<file path="src/design/ccg_pkg.sv">
package ccg_pkg;

	localparam int TEMP_W = 12;
	localparam int CUR_W = 13;
	localparam int MV_W = 15;

	typedef enum logic [2:0] {
		ST_NOT_CHARGING = 3'd0,
		ST_PRECHARGE    = 3'd1,
		ST_CC           = 3'd2,
		ST_CV           = 3'd3,
		ST_FULL         = 3'd4,
		ST_FAULT        = 3'd5,
		ST_UNSUPPORTED  = 3'd6
	} status_t;

	typedef enum logic [2:0] {
		REG_BCOLD = 3'd0,
		REG_BCOOL = 3'd1,
		REG_BWARM = 3'd2,
		REG_BHOT  = 3'd3,
		REG_CWARM = 3'd4,
		REG_CHOT  = 3'd5,
		REG_MAXMA = 3'd6,
		REG_CVENT = 3'd7
	} reg_idx_t;

	typedef enum logic [2:0] {
		FSM_IDLE,
		FSM_PREP,
		FSM_DIV1,
		FSM_MID,
		FSM_DIV2,
		FSM_FINAL,
		FSM_OUT
	} fsm_t;

	typedef struct packed {
		logic load;
		logic prep;
		logic div_start;
		logic div_sel;
		logic mid;
		logic fin;
	} ccg_cmd_t;

	typedef struct packed {
		logic div_done;
		logic need_div1;
		logic need_div2;
	} ccg_sts_t;

	typedef struct packed {
		logic               source_attached;
		logic               source_fault;
		logic               source_supports_charge;
		logic [14:0]        contract_voltage_mv;
		logic [12:0]        contract_current_ma;
		logic signed [11:0] battery_temp;
		logic signed [11:0] circuit_temp;
		logic [14:0]        battery_mv;
		logic signed [15:0] battery_ma;
		logic [6:0]         state_of_charge;
	} ccg_in_t;

	typedef struct packed {
		logic [2:0]  charge_phase;
		logic [12:0] target_current_ma;
		logic        program_current;
		logic [12:0] setpoint_ma;
		logic        inhibit_charging;
		logic        input_limit_valid;
		logic [12:0] input_limit_ma;
	} ccg_out_t;

	typedef struct packed {
		logic [2:0]  index;
		logic [15:0] data;
	} ccg_cfg_t;

endpackage

</file>
<file path="src/design/ccg_if.sv">
interface ccg_in_if;
	logic             valid;
	logic             ready;
	ccg_pkg::ccg_in_t payload;
	modport source (output valid, output payload, input ready);
	modport sink (input valid, input payload, output ready);
endinterface

interface ccg_out_if;
	logic              valid;
	logic              ready;
	ccg_pkg::ccg_out_t payload;
	modport source (output valid, output payload, input ready);
	modport sink (input valid, input payload, output ready);
endinterface

interface ccg_cfg_if;
	logic              valid;
	logic              ready;
	ccg_pkg::ccg_cfg_t payload;
	modport source (output valid, output payload, input ready);
	modport sink (input valid, input payload, output ready);
endinterface

</file>
<file path="src/design/ccg_div.sv">
module ccg_div (
	input  logic        clk,
	input  logic        arst_n,
	input  logic        start,
	input  logic [48:0] dividend,
	input  logic [31:0] divisor,
	output logic [48:0] quotient,
	output logic        done
);
	import ccg_pkg::*;

	localparam int NB = 49;

	logic [48:0] q_q;
	logic [32:0] r_q;
	logic [5:0]  cnt_q;
	logic        busy_q;
	logic [32:0] r_sh;
	logic [32:0] r_sub;

	// restoring division, one quotient bit a cycle
	always_comb begin
		r_sh  = {r_q[31:0], q_q[48]};
		r_sub = r_sh - {1'b0, divisor};
	end

	always_ff @(posedge clk or negedge arst_n) begin
		if (!arst_n) begin
			busy_q <= 1'b0;
			cnt_q  <= '0;
			done   <= 1'b0;
		end else begin
			done <= 1'b0;
			if (start) begin
				busy_q <= 1'b1;
				cnt_q  <= 6'(NB);
			end else if (busy_q) begin
				cnt_q <= cnt_q - 6'd1;
				if (cnt_q == 6'd1) begin
					busy_q <= 1'b0;
					done   <= 1'b1;
				end
			end
		end
	end

	always_ff @(posedge clk) begin
		if (start) begin
			q_q <= dividend;
			r_q <= '0;
		end else if (busy_q) begin
			if (!r_sub[32]) begin
				r_q <= r_sub;
				q_q <= {q_q[47:0], 1'b1};
			end else begin
				r_q <= r_sh;
				q_q <= {q_q[47:0], 1'b0};
			end
		end
	end

	assign quotient = q_q;
endmodule

</file>
<file path="src/design/ccg_datapath.sv">
module ccg_datapath #(
	parameter int MIN_CURRENT_MA = 500,
	parameter int HYSTERESIS_MA = 200,
	parameter int PRECHARGE_MV = 12000
) (
	input  logic              clk,
	input  logic              arst_n,
	input  ccg_pkg::ccg_cmd_t cmd,
	output ccg_pkg::ccg_sts_t sts,
	input  ccg_pkg::ccg_in_t  in_item,
	input  logic              cfg_we,
	input  ccg_pkg::ccg_cfg_t cfg_item,
	output ccg_pkg::ccg_out_t result
);
	import ccg_pkg::*;

	localparam logic signed [15:0] MINC = 16'(MIN_CURRENT_MA);

	logic signed [11:0] bcold_q, bcool_q, bwarm_q, bhot_q, cwarm_q, chot_q;
	logic [12:0] maxma_q;
	logic [14:0] cvent_q;
	logic [12:0] prog_q;
	ccg_in_t     it_q;
	logic signed [15:0] cur_q;
	logic        zero_q;
	logic [1:0]  band_q;   // 0 min, 1 power, 2 hot derate
	logic        cder_q;

	logic [48:0] dvd;
	logic [31:0] dvs;
	logic [48:0] quo;
	logic        ddone;

	logic [28:0] vi_q;

	// first divide: power band or hot derating; second divide: charger derating
	logic signed [13:0] hnum, hden, cnum, cden;
	logic signed [15:0] htop, ctop;
	logic signed [31:0] hn, cn;
	logic        hneg_q, cneg_q;

	logic signed [15:0] tgt;
	logic        stop, pgm, inh;
	logic [12:0] next_prog;
	logic [2:0]  st;
	logic signed [15:0] cur_min;
	logic signed [15:0] prog_s;
	ccg_out_t    nres;

	always_comb begin
		hnum = 14'(bhot_q) - 14'(it_q.battery_temp);
		hden = 14'(bhot_q) - 14'(bwarm_q);
		htop = 16'({3'b0, maxma_q} >> 1) - MINC;
		hn   = 32'(MINC) * 32'(hden) + 32'(hnum) * 32'(htop);
		cnum = 14'(chot_q) - 14'(it_q.circuit_temp);
		cden = 14'(chot_q) - 14'(cwarm_q);
		ctop = cur_q - MINC;
		cn   = 32'(MINC) * 32'(cden) + 32'(cnum) * 32'(ctop);
		cur_min = cneg_q ? 16'sd0 : 16'(quo);
		if (!cmd.div_sel) begin
			if (band_q == 2'd1) begin
				dvd = 49'(vi_q) * 49'd17;
				dvs = 32'd20000 * 32'(it_q.battery_mv);
			end else begin
				dvd = 49'($unsigned(hn));
				dvs = 32'($unsigned(32'(hden)));
			end
		end else begin
			dvd = 49'($unsigned(cn));
			dvs = 32'($unsigned(32'(cden)));
		end
	end

	ccg_div u_div (
		.clk(clk), .arst_n(arst_n), .start(cmd.div_start),
		.dividend(dvd), .divisor(dvs), .quotient(quo), .done(ddone)
	);

	always_ff @(posedge clk or negedge arst_n) begin
		if (!arst_n) begin
			bcold_q <= 12'sd0;
			bcool_q <= 12'sd100;
			bwarm_q <= 12'sd450;
			bhot_q  <= 12'sd500;
			cwarm_q <= 12'sd700;
			chot_q  <= 12'sd800;
			maxma_q <= 13'd3000;
			cvent_q <= 15'd16600;
			prog_q  <= 13'd3000;
		end else begin
			if (cfg_we) begin
				case (reg_idx_t'(cfg_item.index))
					REG_BCOLD: bcold_q <= cfg_item.data[11:0];
					REG_BCOOL: bcool_q <= cfg_item.data[11:0];
					REG_BWARM: bwarm_q <= cfg_item.data[11:0];
					REG_BHOT:  bhot_q  <= cfg_item.data[11:0];
					REG_CWARM: cwarm_q <= cfg_item.data[11:0];
					REG_CHOT:  chot_q  <= cfg_item.data[11:0];
					REG_MAXMA: maxma_q <= cfg_item.data[12:0];
					REG_CVENT: cvent_q <= cfg_item.data[14:0];
					default: ;
				endcase
			end
			if (cmd.fin) prog_q <= next_prog;
		end
	end

	always_ff @(posedge clk) begin
		if (cmd.load) it_q <= in_item;
		if (cmd.prep) begin
			vi_q   <= 29'(it_q.contract_voltage_mv) * 29'(it_q.contract_current_ma);
			zero_q <= (it_q.battery_temp < bcold_q) || (it_q.battery_temp > bhot_q);
			if (it_q.battery_temp < bcool_q) begin
				band_q <= 2'd0;
			end else if (it_q.battery_temp <= bwarm_q) begin
				band_q <= (it_q.contract_voltage_mv != 0 && it_q.contract_current_ma != 0
					&& it_q.battery_mv != 0) ? 2'd1 : 2'd0;
			end else begin
				band_q <= 2'd2;
			end
			cur_q  <= MINC;
			cder_q <= it_q.circuit_temp > cwarm_q;
		end
		if (ddone && !cmd.div_sel) begin
			if (band_q == 2'd1)
				cur_q <= (quo > 49'(maxma_q)) ? 16'(maxma_q) : 16'(quo);
			else
				cur_q <= hneg_q ? 16'sd0 : 16'(quo);
		end
		if (ddone && cmd.div_sel) begin
			if (cur_min < cur_q) cur_q <= cur_min;
		end
		// raise a nonzero derated current to the minimum; tgt clamps to the maximum
		if (cmd.mid) begin
			if (cder_q && cur_q < MINC && cur_q != 0) cur_q <= MINC;
		end
		if (cmd.div_start) begin
			hneg_q <= hn < 0;
			cneg_q <= cn < 0;
		end
		if (cmd.fin) result <= nres;
	end

	always_comb begin
		tgt = 16'sd0;
		if (!zero_q && !(it_q.circuit_temp > chot_q))
			tgt = (cur_q > 16'(maxma_q)) ? 16'(maxma_q) : cur_q;
		prog_s = $signed({3'b0, prog_q});
		nres = '0;
		stop = 1'b0;
		pgm  = 1'b0;
		st   = ST_NOT_CHARGING;
		next_prog = prog_q;
		if (!it_q.source_attached) begin
			stop = 1'b1;
		end else if (it_q.source_fault) begin
			st = ST_FAULT; stop = 1'b1;
		end else if (!it_q.source_supports_charge) begin
			st = ST_UNSUPPORTED; stop = 1'b1;
		end else begin
			nres.input_limit_valid = 1'b1;
			nres.input_limit_ma = it_q.contract_current_ma;
			nres.target_current_ma = tgt[12:0];
			if (it_q.state_of_charge >= 7'd100) begin
				st = ST_FULL; stop = 1'b1;
			end else if (tgt == 0) begin
				stop = 1'b1;
			end else begin
				if (tgt > prog_s + 16'(HYSTERESIS_MA)
					|| tgt < prog_s - 16'(HYSTERESIS_MA)) begin
					pgm = 1'b1;
					next_prog = tgt[12:0];
				end
				if (it_q.battery_ma > 0) begin
					if (it_q.battery_mv >= cvent_q) st = ST_CV;
					else if (32'(it_q.battery_mv) < 32'(PRECHARGE_MV)) st = ST_PRECHARGE;
					else st = ST_CC;
				end
			end
		end
		inh = stop && (prog_q != 0);
		if (inh) next_prog = '0;
		nres.charge_phase = st;
		nres.program_current = pgm;
		nres.setpoint_ma = pgm ? tgt[12:0] : 13'd0;
		nres.inhibit_charging = inh;
	end

	assign sts.div_done  = ddone;
	assign sts.need_div1 = band_q != 2'd0;
	assign sts.need_div2 = cder_q;
endmodule

</file>
<file path="src/design/ccg_ctrl.sv">
module ccg_ctrl (
	input  logic              clk,
	input  logic              arst_n,
	input  logic              in_valid,
	output logic              in_ready,
	output logic              out_valid,
	input  logic              out_ready,
	output ccg_pkg::ccg_cmd_t cmd,
	input  ccg_pkg::ccg_sts_t sts
);
	import ccg_pkg::*;

	fsm_t state_q, state_d;
	logic ov_q;
	logic d1_go_q;

	always_ff @(posedge clk or negedge arst_n) begin
		if (!arst_n) begin
			state_q <= FSM_IDLE;
			ov_q    <= 1'b0;
		end else begin
			state_q <= state_d;
			if (cmd.fin) ov_q <= 1'b1;
			else if (out_ready) ov_q <= 1'b0;
		end
	end

	always_comb begin
		state_d = state_q;
		cmd = '0;
		in_ready = 1'b0;
		case (state_q)
			FSM_IDLE: begin
				in_ready = 1'b1;
				if (in_valid) begin
					cmd.load = 1'b1;
					state_d = FSM_PREP;
				end
			end
			FSM_PREP: begin
				cmd.prep = 1'b1;
				state_d = FSM_DIV1;
			end
			FSM_DIV1: begin
				// band flags are ready now; launch or skip on entry only
				if (d1_go_q) begin
					if (sts.need_div1) cmd.div_start = 1'b1;
					else state_d = FSM_MID;
				end else if (sts.div_done) begin
					state_d = FSM_MID;
				end
			end
			FSM_MID: begin
				state_d = FSM_FINAL;
				if (sts.need_div2) begin
					cmd.div_sel = 1'b1;
					cmd.div_start = 1'b1;
					state_d = FSM_DIV2;
				end
			end
			FSM_DIV2: begin
				cmd.div_sel = 1'b1;
				if (sts.div_done) state_d = FSM_FINAL;
			end
			FSM_FINAL: begin
				cmd.mid = 1'b1;
				state_d = FSM_OUT;
			end
			FSM_OUT: begin
				if (!ov_q || out_ready) begin
					cmd.fin = 1'b1;
					state_d = FSM_IDLE;
				end
			end
			default: state_d = FSM_IDLE;
		endcase
	end

	always_ff @(posedge clk or negedge arst_n) begin
		if (!arst_n) d1_go_q <= 1'b0;
		else d1_go_q <= state_q == FSM_PREP && state_d == FSM_DIV1;
	end

	assign out_valid = ov_q;

	assert property (@(posedge clk) disable iff (!arst_n)
		cmd.load |=> state_q == FSM_PREP) else $error("load not followed by prep");
	assert property (@(posedge clk) disable iff (!arst_n)
		cmd.fin |=> out_valid) else $error("result not presented");
	assert property (@(posedge clk) disable iff (!arst_n)
		out_valid && !out_ready && state_q == FSM_OUT |-> !cmd.fin)
		else $error("result overwritten");
endmodule

</file>
<file path="src/design/charge_current_governor.sv">
// Charge current governor: one telemetry item in, one result item out.
// The result is registered after the item passes the prep, first-divide, mid,
// second-divide, final and output states (a divide state is skipped or left at
// once when no division is needed) and waits in the output state until the
// previous result is taken; the next item can be taken in the cycle after. The
// time is set by a restoring divider shared by the power/voltage quotient, the
// hot-band derating and the charger derating. The first division runs unless
// the battery is below its cool limit or a zero voltage or current leaves it at
// the minimum current; the second runs when the charger is above its warm limit.
// Configuration writes are taken at any time and must be made while no item is
// in flight. The result sits in an output register; the next item is taken
// once the previous result has been registered.
module charge_current_governor #(
	parameter int MIN_CURRENT_MA = 500,
	parameter int HYSTERESIS_MA = 200,
	parameter int PRECHARGE_MV = 12000
) (
	input  logic clk,
	input  logic arst_n,
	ccg_in_if.sink    in_ch,
	ccg_out_if.source out_ch,
	ccg_cfg_if.sink   cfg
);
	import ccg_pkg::*;

	ccg_cmd_t cmd;
	ccg_sts_t sts;

	// registers accept every write; hold writes off while an item is in flight
	assign cfg.ready = 1'b1;

	// sequence load, band setup, the two divides and the result handoff
	ccg_ctrl u_ctrl (
		.clk(clk), .arst_n(arst_n),
		.in_valid(in_ch.valid), .in_ready(in_ch.ready),
		.out_valid(out_ch.valid), .out_ready(out_ch.ready),
		.cmd(cmd), .sts(sts)
	);

	// limits, programmed current, target arithmetic and the result register
	ccg_datapath #(
		.MIN_CURRENT_MA(MIN_CURRENT_MA),
		.HYSTERESIS_MA(HYSTERESIS_MA),
		.PRECHARGE_MV(PRECHARGE_MV)
	) u_dp (
		.clk(clk), .arst_n(arst_n), .cmd(cmd), .sts(sts),
		.in_item(in_ch.payload), .cfg_we(cfg.valid), .cfg_item(cfg.payload),
		.result(out_ch.payload)
	);
endmodule
</file>
<file path="src/flat_wrapper.sv">
// flat-port wrapper written by rule: the top's interface ports become plain ports
module charge_current_governor_flat import ccg_pkg::*;
#(
	parameter int MIN_CURRENT_MA = 500,
	parameter int HYSTERESIS_MA = 200,
	parameter int PRECHARGE_MV = 12000
)
  (clk, arst_n, in_ch_valid, in_ch_payload, in_ch_ready, out_ch_valid, out_ch_payload, out_ch_ready, cfg_valid, cfg_payload, cfg_ready);
  ccg_in_if in_ch_i ();
  ccg_out_if out_ch_i ();
  ccg_cfg_if cfg_i ();
  input  logic clk;
  input  logic arst_n;
  input wire logic [$bits(in_ch_i.valid)-1:0] in_ch_valid;
  input wire logic [$bits(in_ch_i.payload)-1:0] in_ch_payload;
  output wire logic [$bits(in_ch_i.ready)-1:0] in_ch_ready;
  output wire logic [$bits(out_ch_i.valid)-1:0] out_ch_valid;
  output wire logic [$bits(out_ch_i.payload)-1:0] out_ch_payload;
  input wire logic [$bits(out_ch_i.ready)-1:0] out_ch_ready;
  input wire logic [$bits(cfg_i.valid)-1:0] cfg_valid;
  input wire logic [$bits(cfg_i.payload)-1:0] cfg_payload;
  output wire logic [$bits(cfg_i.ready)-1:0] cfg_ready;
  assign in_ch_i.valid = in_ch_valid;
  assign in_ch_i.payload = in_ch_payload;
  assign in_ch_ready = in_ch_i.ready;
  assign out_ch_valid = out_ch_i.valid;
  assign out_ch_payload = out_ch_i.payload;
  assign out_ch_i.ready = out_ch_ready;
  assign cfg_i.valid = cfg_valid;
  assign cfg_i.payload = cfg_payload;
  assign cfg_ready = cfg_i.ready;
  charge_current_governor #(.MIN_CURRENT_MA(MIN_CURRENT_MA), .HYSTERESIS_MA(HYSTERESIS_MA), .PRECHARGE_MV(PRECHARGE_MV)) u_core (.clk(clk), .arst_n(arst_n), .in_ch(in_ch_i), .out_ch(out_ch_i), .cfg(cfg_i));
endmodule
</file>
<file path="config.mk">
export PLATFORM = sky130hd
export DESIGN_NAME = charge_current_governor_flat
export DESIGN_NICKNAME = d
export VERILOG_FILES = /design/src/design/ccg_pkg.sv /design/src/design/ccg_if.sv /design/src/design/ccg_div.sv /design/src/design/ccg_datapath.sv /design/src/design/ccg_ctrl.sv /design/src/design/charge_current_governor.sv /design/src/flat_wrapper.sv
export SDC_FILE = /design/constraint.sdc
export NUM_CORES = 2
export LEC_CHECK = 0
export BUFFER_PORTS_ARGS = -buffer_cell sky130_fd_sc_hd__buf_2
export CAP_MARGIN = 15
export CORE_MARGIN = 3
export CORE_UTILIZATION = 60
export DETAILED_ROUTE_END_ITERATION = 12
export PLACE_DENSITY = 0.89
export RECOVER_POWER = 25
export SETUP_SLACK_MARGIN = 0.3
export SYNTH_ARGS = -nofsm -noshare
export SYNTH_HDL_FRONTEND = slang
export SYNTH_SLANG_ARGS = --single-unit
export TNS_END_PERCENT = 50
</file>
<file path="constraint.sdc">
create_clock -name clk -period 14.8 [get_ports clk]
set_clock_uncertainty 0.15 [all_clocks]
set_input_delay 2.96 -clock clk [delete_from_list [all_inputs] [get_ports clk]]
set_output_delay 2.96 -clock clk [all_outputs]
set_load 0.05 [all_outputs]
</file>
; ---- Word level (Yosys, flattened, before mapping)
; Cells that the tools add are included.
[classes]
addsub = 12
mul = 7
magnitude_cmp = 18
n_eq_ne = 19
n_mux = 78
bitwise_logic = 3
reduce_logical = 42
[ops]
columns = operator, count
row1 = $mux W16, 12
row2 = $mux W49, 2
row3 = $mux W32, 3
row4 = $mux W13, 7
row5 = $mux W33, 2
row6 = $sub A12 B12 Y13, 4
row7 = $gt A49 B13 Y1, 1
row8 = $mul A8 B13 Y21 const A, 2
row9 = $gt A12 B12 Y1, 3
row10 = $mul A28 B5 Y33 const B, 1
row11 = $sub A33 B32 Y33, 1
row12 = $logic_not A32 Y1, 1
row13 = $reduce_bool A32 Y1, 1
row14 = $mux W1, 31
row15 = $add A23 B29 Y30, 1
row16 = $lt A30 B1 Y1 const B, 1
row17 = $reduce_bool A15 Y1, 2
row18 = $mul A13 B16 Y29, 1
row19 = $mul A15 B13 Y28, 1
row20 = $add A23 B26 Y27, 1
row21 = $lt A27 B1 Y1 const B, 1
row22 = $mux W3, 9
row23 = $mul A13 B13 Y26, 1
row24 = $reduce_bool A13 Y1, 2
row25 = other kinds (39), 88
[totals]
reg_bits = 395
output_inout_bits = 48
word_cells = 222

; ---- Logic depth before layout (Yosys ltp)
[logic_depth]
ltp_word = 13
depth_mapped = 48
depth_no_buf = 48

; ---- Hierarchy
; Synthesis repeated with hierarchy kept, for this count alone.
[unflattened]
cells_unflattened = 5950
area_unflattened_um2 = 54842.6
[by_module_without_submodules]
columns = mod, n_inst, cells_per_inst, area_each_um2, seq_area_each_um2
row1 = ccg_datapath, 1, 5289, 48609.1, 8304.2
row2 = ccg_div, 1, 624, 5891.9, 2312.2
row3 = ccg_ctrl, 1, 35, 330.3, 125.1
row4 = charge_current_governor, 1, 2, 11.3, 0.0

; ---- Worst setup path before layout
; No wires, ideal clock.
[synth_timing]
path_type = register to register
start = register u_core.u_dp.bwarm_q[1]
end = register u_core.u_dp.u_div.q_q[26] (netlist: u_core.u_dp.u_div.quotient[26]) (data pin)
arrival_time_ns = 11.041
required_ns = 14.366
setup_slack_ns = 3.326
path_stages_with_launch = 44
path_buffers = 0
synth_period_minus_slack_ns = 11.474
cell_sequence = dfstp_2 -> inv_1 -> ha_1 -> nor2b_1 -> o21ai_0 -> nand2b_1 -> a21o_1 -> a31o_2 -> a211o_1 -> xor2_1 -> xnor2_1 -> xor2_1 -> fa_1 -> inv_1 -> fa_1 -> inv_1 -> fa_1 -> inv_1 -> [8 not listed] -> inv_1 -> fa_1 -> fa_1 -> fa_1 -> inv_1 -> fa_1 -> inv_1 -> fa_1 -> inv_1 -> ha_1 -> a21o_1 -> a211oi_1 -> inv_1 -> o311ai_1 -> a21oi_1 -> or4b_1 -> a31oi_1 -> a221oi_1
[synth_via]
elab_chain_cells = 6
[synth_lines]
columns = element, line_no
row1 = start: declaration, ccg_datapath.sv:19  ; logic signed [11:0] bcold_q, bcool_q, bwarm_q, bhot_q, cwarm_q, chot_q;
row2 = start signal: assignment, ccg_datapath.sv:95  ; REG_BWARM: bwarm_q <= cfg_item.data[11:0];
row3 = $sub A12 B12 Y13, ccg_datapath.sv:52  ; hden = 14'(bhot_q) - 14'(bwarm_q);
row4 = $mul A8 B13 Y21, ccg_datapath.sv:54  ; hn = 32'(MINC) * 32'(hden) + 32'(hnum) * 32'(htop);
row5 = $add A23 B26 Y27, ccg_datapath.sv:54
row6 = $mux W33, ccg_datapath.sv:61  ; if (band_q == 2'd1) begin
row7 = $mux W33, ccg_datapath.sv:60  ; if (!cmd.div_sel) begin
row8 = $mux W49, ccg_div.sv:48  ; if (start) begin
row9 = end signal: assignment, ccg_div.sv:49  ; q_q <= dividend;
row10 = end signal: assignment, ccg_div.sv:54  ; q_q <= {q_q[47:0], 1'b1};
row11 = end signal: assignment, ccg_div.sv:57  ; q_q <= {q_q[47:0], 1'b0};
row12 = end: declaration, ccg_div.sv:14  ; logic [48:0] q_q;
; Every way passes these cells.
; A chain may end at the register's enable or synchronous reset.

; ---- Final worst setup path
[layout_timing]
start = register u_core.u_dp.cwarm_q[2]
end = register u_core.u_dp.u_div.q_q[31] (netlist: u_core.u_dp.u_div.quotient[31]) (data pin)
[layout_via]
elab_chain_cells = 5
[layout_lines]
columns = element, line_no
row1 = start: declaration, ccg_datapath.sv:19
row2 = start signal: assignment, ccg_datapath.sv:97  ; REG_CWARM: cwarm_q <= cfg_item.data[11:0];
row3 = $sub A12 B12 Y13, ccg_datapath.sv:56  ; cden = 14'(chot_q) - 14'(cwarm_q);
row4 = $mul A8 B13 Y21, ccg_datapath.sv:58  ; cn = 32'(MINC) * 32'(cden) + 32'(cnum) * 32'(ctop);
row5 = $add A23 B29 Y30, ccg_datapath.sv:58
row6 = $mux W33, ccg_datapath.sv:60
row7 = $mux W49, ccg_div.sv:48
; Every way passes these cells.

==> impl_metrics.tcl <==
set metrics [dict create \
    drtIter0Drc 3744 \
    clk_pin_slew_worst_paths_ns 0.06 \
    arrival_ns 13.59 \
    cts_max_level 2 \
    hold_class "flip-flop to flip-flop" \
    cp_max_fo 5 \
    whs_endpoint "u_core.u_dp.u_div.r_q[6]" \
    ff2ff_path_depth 45 \
    grt_pass1_wl_um 235000 \
    area_growth_pct 6.80 \
    min_from "u_core.u_dp.u_div.r_q[6]" \
    dpl_cell_area_sq_um 56100 \
    holdBufCountCts 0 \
    wl_per_cell_um 20.6 \
    fmax_ghz 0.0744 \
    die_h_um 306 \
    final-instance-count-excl-fill 7113 \
    cts_resized 0 \
    die_x_um 306 \
    synth.distinct_cells 91 \
    finalHoldViolations 0 \
    via_per_inst 5.98 \
    outcome "finished, violations left" \
    ys.flop_type "edfxtp_1" \
    ys_warn_count 0 \
    timing.final.crit_share_pct 90.8 \
    cts_max_path_buffers 3 \
    timing.rr.start "u_core.u_dp.cwarm_q[2]" \
    cp_common_cell "inv_1" \
    final_cell_mix "inv_1, fa_1, ha_1, nand2_1, nor2_1" \
    failed_checks "max-capacitance violations, max-slew violations" \
    grt_max_degree 65 \
    vias 42500 \
    cts_root_buf "clkbuf_16" \
    io_buffers 160 \
    yosysSeqAreaShare_pct 19.9 \
    std_cell_rows 109 \
    reg2reg_slack_ns 1.36 \
    cts_tree "built" \
    final.fill_count 6561 \
    grt.overflow.total 0 \
    worstSetupEndpointType "flip-flop" \
    dp.cells 7023 \
    drv_cap 4 \
    syn_area_sq_um 53900 \
    fin_tns_setup_ns 0 \
    synth_seq_cells 393 \
    drtAntennaViolNets 0 \
    dpl.hpwl_um 118000 \
    rsz0062_at_grt "false" \
    final-max-slew-violation-count 198 \
    required_ns 14.95 \
    worstSkewPairLatency_ns 0.62 \
    grt_use_total_pct 31.7 \
    first_global_vias 45300 \
    coreArea_sq_um 88800 \
    setup_viol 0 \
    tightest_slew_ns 3.71 \
    cts_sinks 393 \
    boundaryPins 165 \
    synthArstFlopShare_pct 32.1 \
    drc_errors 0 \
    dieArea_sq_um 93500 \
    synth_cells 5803 \
    r2r_end "u_core.u_dp.u_div.quotient[31]" \
    path_class "flip-flop to flip-flop" \
    cts_buffers 45 \
    layout_commonest_cell "inv_1" \
    hold_depth 2 \
    antenna_found_initial 11 \
    cts_setup_buffers 0 \
    syn-mean-instance-area_sq_um 9.29 \
    postRouteWirelength_um 146000 \
    drive_gt1_share_pct 7.32 \
    initial_utilization_pct 60.8 \
    design_area_sq_um 57600 \
    synth_edf_count 219 \
    firstDrtPassIters 7 \
    worst_path_max_delay_cell "xnor2_1" \
    min_period_ns 13.44 \
    startpoint_type "flip-flop" \
    critPathMaxStageDelay_ns 0.86 \
    slew_headroom_pct -147 \
    nets 7370 \
    place.gp.congestion 1.01 \
]
==> worst max-delay path, delay by kind of cell (launching register included) <==
kind,cells,cell delay [ns]
AOI/OAI and AO/OA,13,3.44
xor gates and xnor gates,3,1.39
adders and majority gates,13,6.02
buffers and inverters,11,0.84
DFF,1,0.51
and+or+nand+nor,5,0.78
==> how the worst max path moves through the flow <==
stage	start	end	depth (start not counted)
final	u_core.u_dp.cwarm_q[2]	u_core.u_dp.u_div.quotient[31]	45
after global placement	u_core.u_dp.cwarm_q[2]	u_core.u_dp.u_div.quotient[29]	45
after detailed placement	u_core.u_dp.cwarm_q[2]	u_core.u_dp.u_div.quotient[31]	45
after CTS	u_core.u_dp.cwarm_q[2]	u_core.u_dp.u_div.quotient[31]	45
after global routing	u_core.u_dp.cwarm_q[2]	u_core.u_dp.u_div.quotient[31]	45
after floorplan	u_core.u_dp.bwarm_q[1]	u_core.u_dp.u_div.quotient[26]	43
==> flip-flops by register name, summed over array words and instances, names as in the netlist, 3 cells and up <==
name	cells
u_core.u_dp.maxma_q	13
u_core.u_dp.cvent_q	15
u_core.u_dp.bwarm_q	12
u_core.u_dp.u_div.quotient	49
u_core.u_dp.cwarm_q	12
u_core.u_dp.result	45
u_core.u_dp.bhot_q	12
u_core.u_dp.bcool_q	12
u_core.u_dp.it_q	91
u_core.u_dp.u_div.r_q	32
u_core.u_dp.vi_q	28
u_core.u_dp.prog_q	13
u_core.u_dp.chot_q	12
u_core.u_dp.bcold_q	12
u_core.u_ctrl.state_q	3
u_core.u_dp.cur_q	16
u_core.u_dp.u_div.cnt_q	6
==> layout make-up <==
class / instances / area [sq um] / share of cell area (%)
multi-input cells: 4076 / 38200 / 66.4
repair buffers: 220 / 1220 / 2.11
diodes: 4 / 10.0 / 0.0174
clock inverters: 34 / 359 / 0.623
inverters: 1171 / 4400 / 7.63
flip-flops and latches: 393 / 10700 / 18.6
clock buffers: 50 / 1200 / 2.08
well taps: 1165 / 1460 / 2.53
==> routing by layer <==
layer,GRT usage [%],routed length (um)
met4,17.9,10000
met1,37.5,52600
met3,6.95,13900
met2,53.8,69900
met5,0,38
==> synth_stat cells (19+ instances only) <==
library cell / number / share of area [%]
a211o_1: 19 / 0.31
a211oi_1: 33 / 0.46
a21o_1: 78 / 1.1
a21oi_1: 226 / 2.1
a22o_1: 20 / 0.32
a22oi_1: 20 / 0.28
and2_1: 126 / 1.5
and3_1: 24 / 0.28
clkbuf_1: 148 / 1.0
dfrtp_1: 85 / 3.9
dfstp_2: 41 / 2.0
dfxtp_1: 48 / 1.8
edfxtp_1: 219 / 12
fa_1: 688 / 26
ha_1: 658 / 15
inv_1: 1168 / 8.1
mux2_2: 67 / 1.4
mux2i_1: 33 / 0.61
nand2_1: 586 / 4.1
nand2b_1: 72 / 0.84
nand3_1: 66 / 0.61
nand4_1: 27 / 0.31
nor2_1: 297 / 2.1
nor2b_1: 91 / 1.1
nor3_1: 67 / 0.62
nor4_1: 30 / 0.35
o21a_1: 55 / 0.77
o21ai_0: 233 / 2.2
o21bai_1: 33 / 0.46
xnor2_1: 205 / 3.3
xor2_1: 69 / 1.1
==> metrics by stage <==
| step | setup slack [ns] | hold slack (ns) | util (%) |
|---|---|---|---|
| after floorplan | 3.33 | 0.295 | - |
| final | 1.36 | 0.334 | 64.9 |
| after CTS | 1.59 | 0.328 | 64.9 |
| after global placement | 1.94 | 0.308 | 63.1 |
| after detailed placement | 1.65 | 0.327 | 63.1 |
| after global routing | 0.830 | 0.357 | 64.9 |
==> cells by family after synthesis <==
family	share of synthesized area, %
and+or+nand+nor	12.6
adders and majority gates	40.8
buffers and inverters	9.37
AOI/OAI and AO/OA	10.8
DFF	19.9
xor gates and xnor gates	4.50
muxes	2.01
other	0.0139
Power is not shown: default switching activity piles up to over one toggle a cycle in this logic, so the estimate is an artifact.
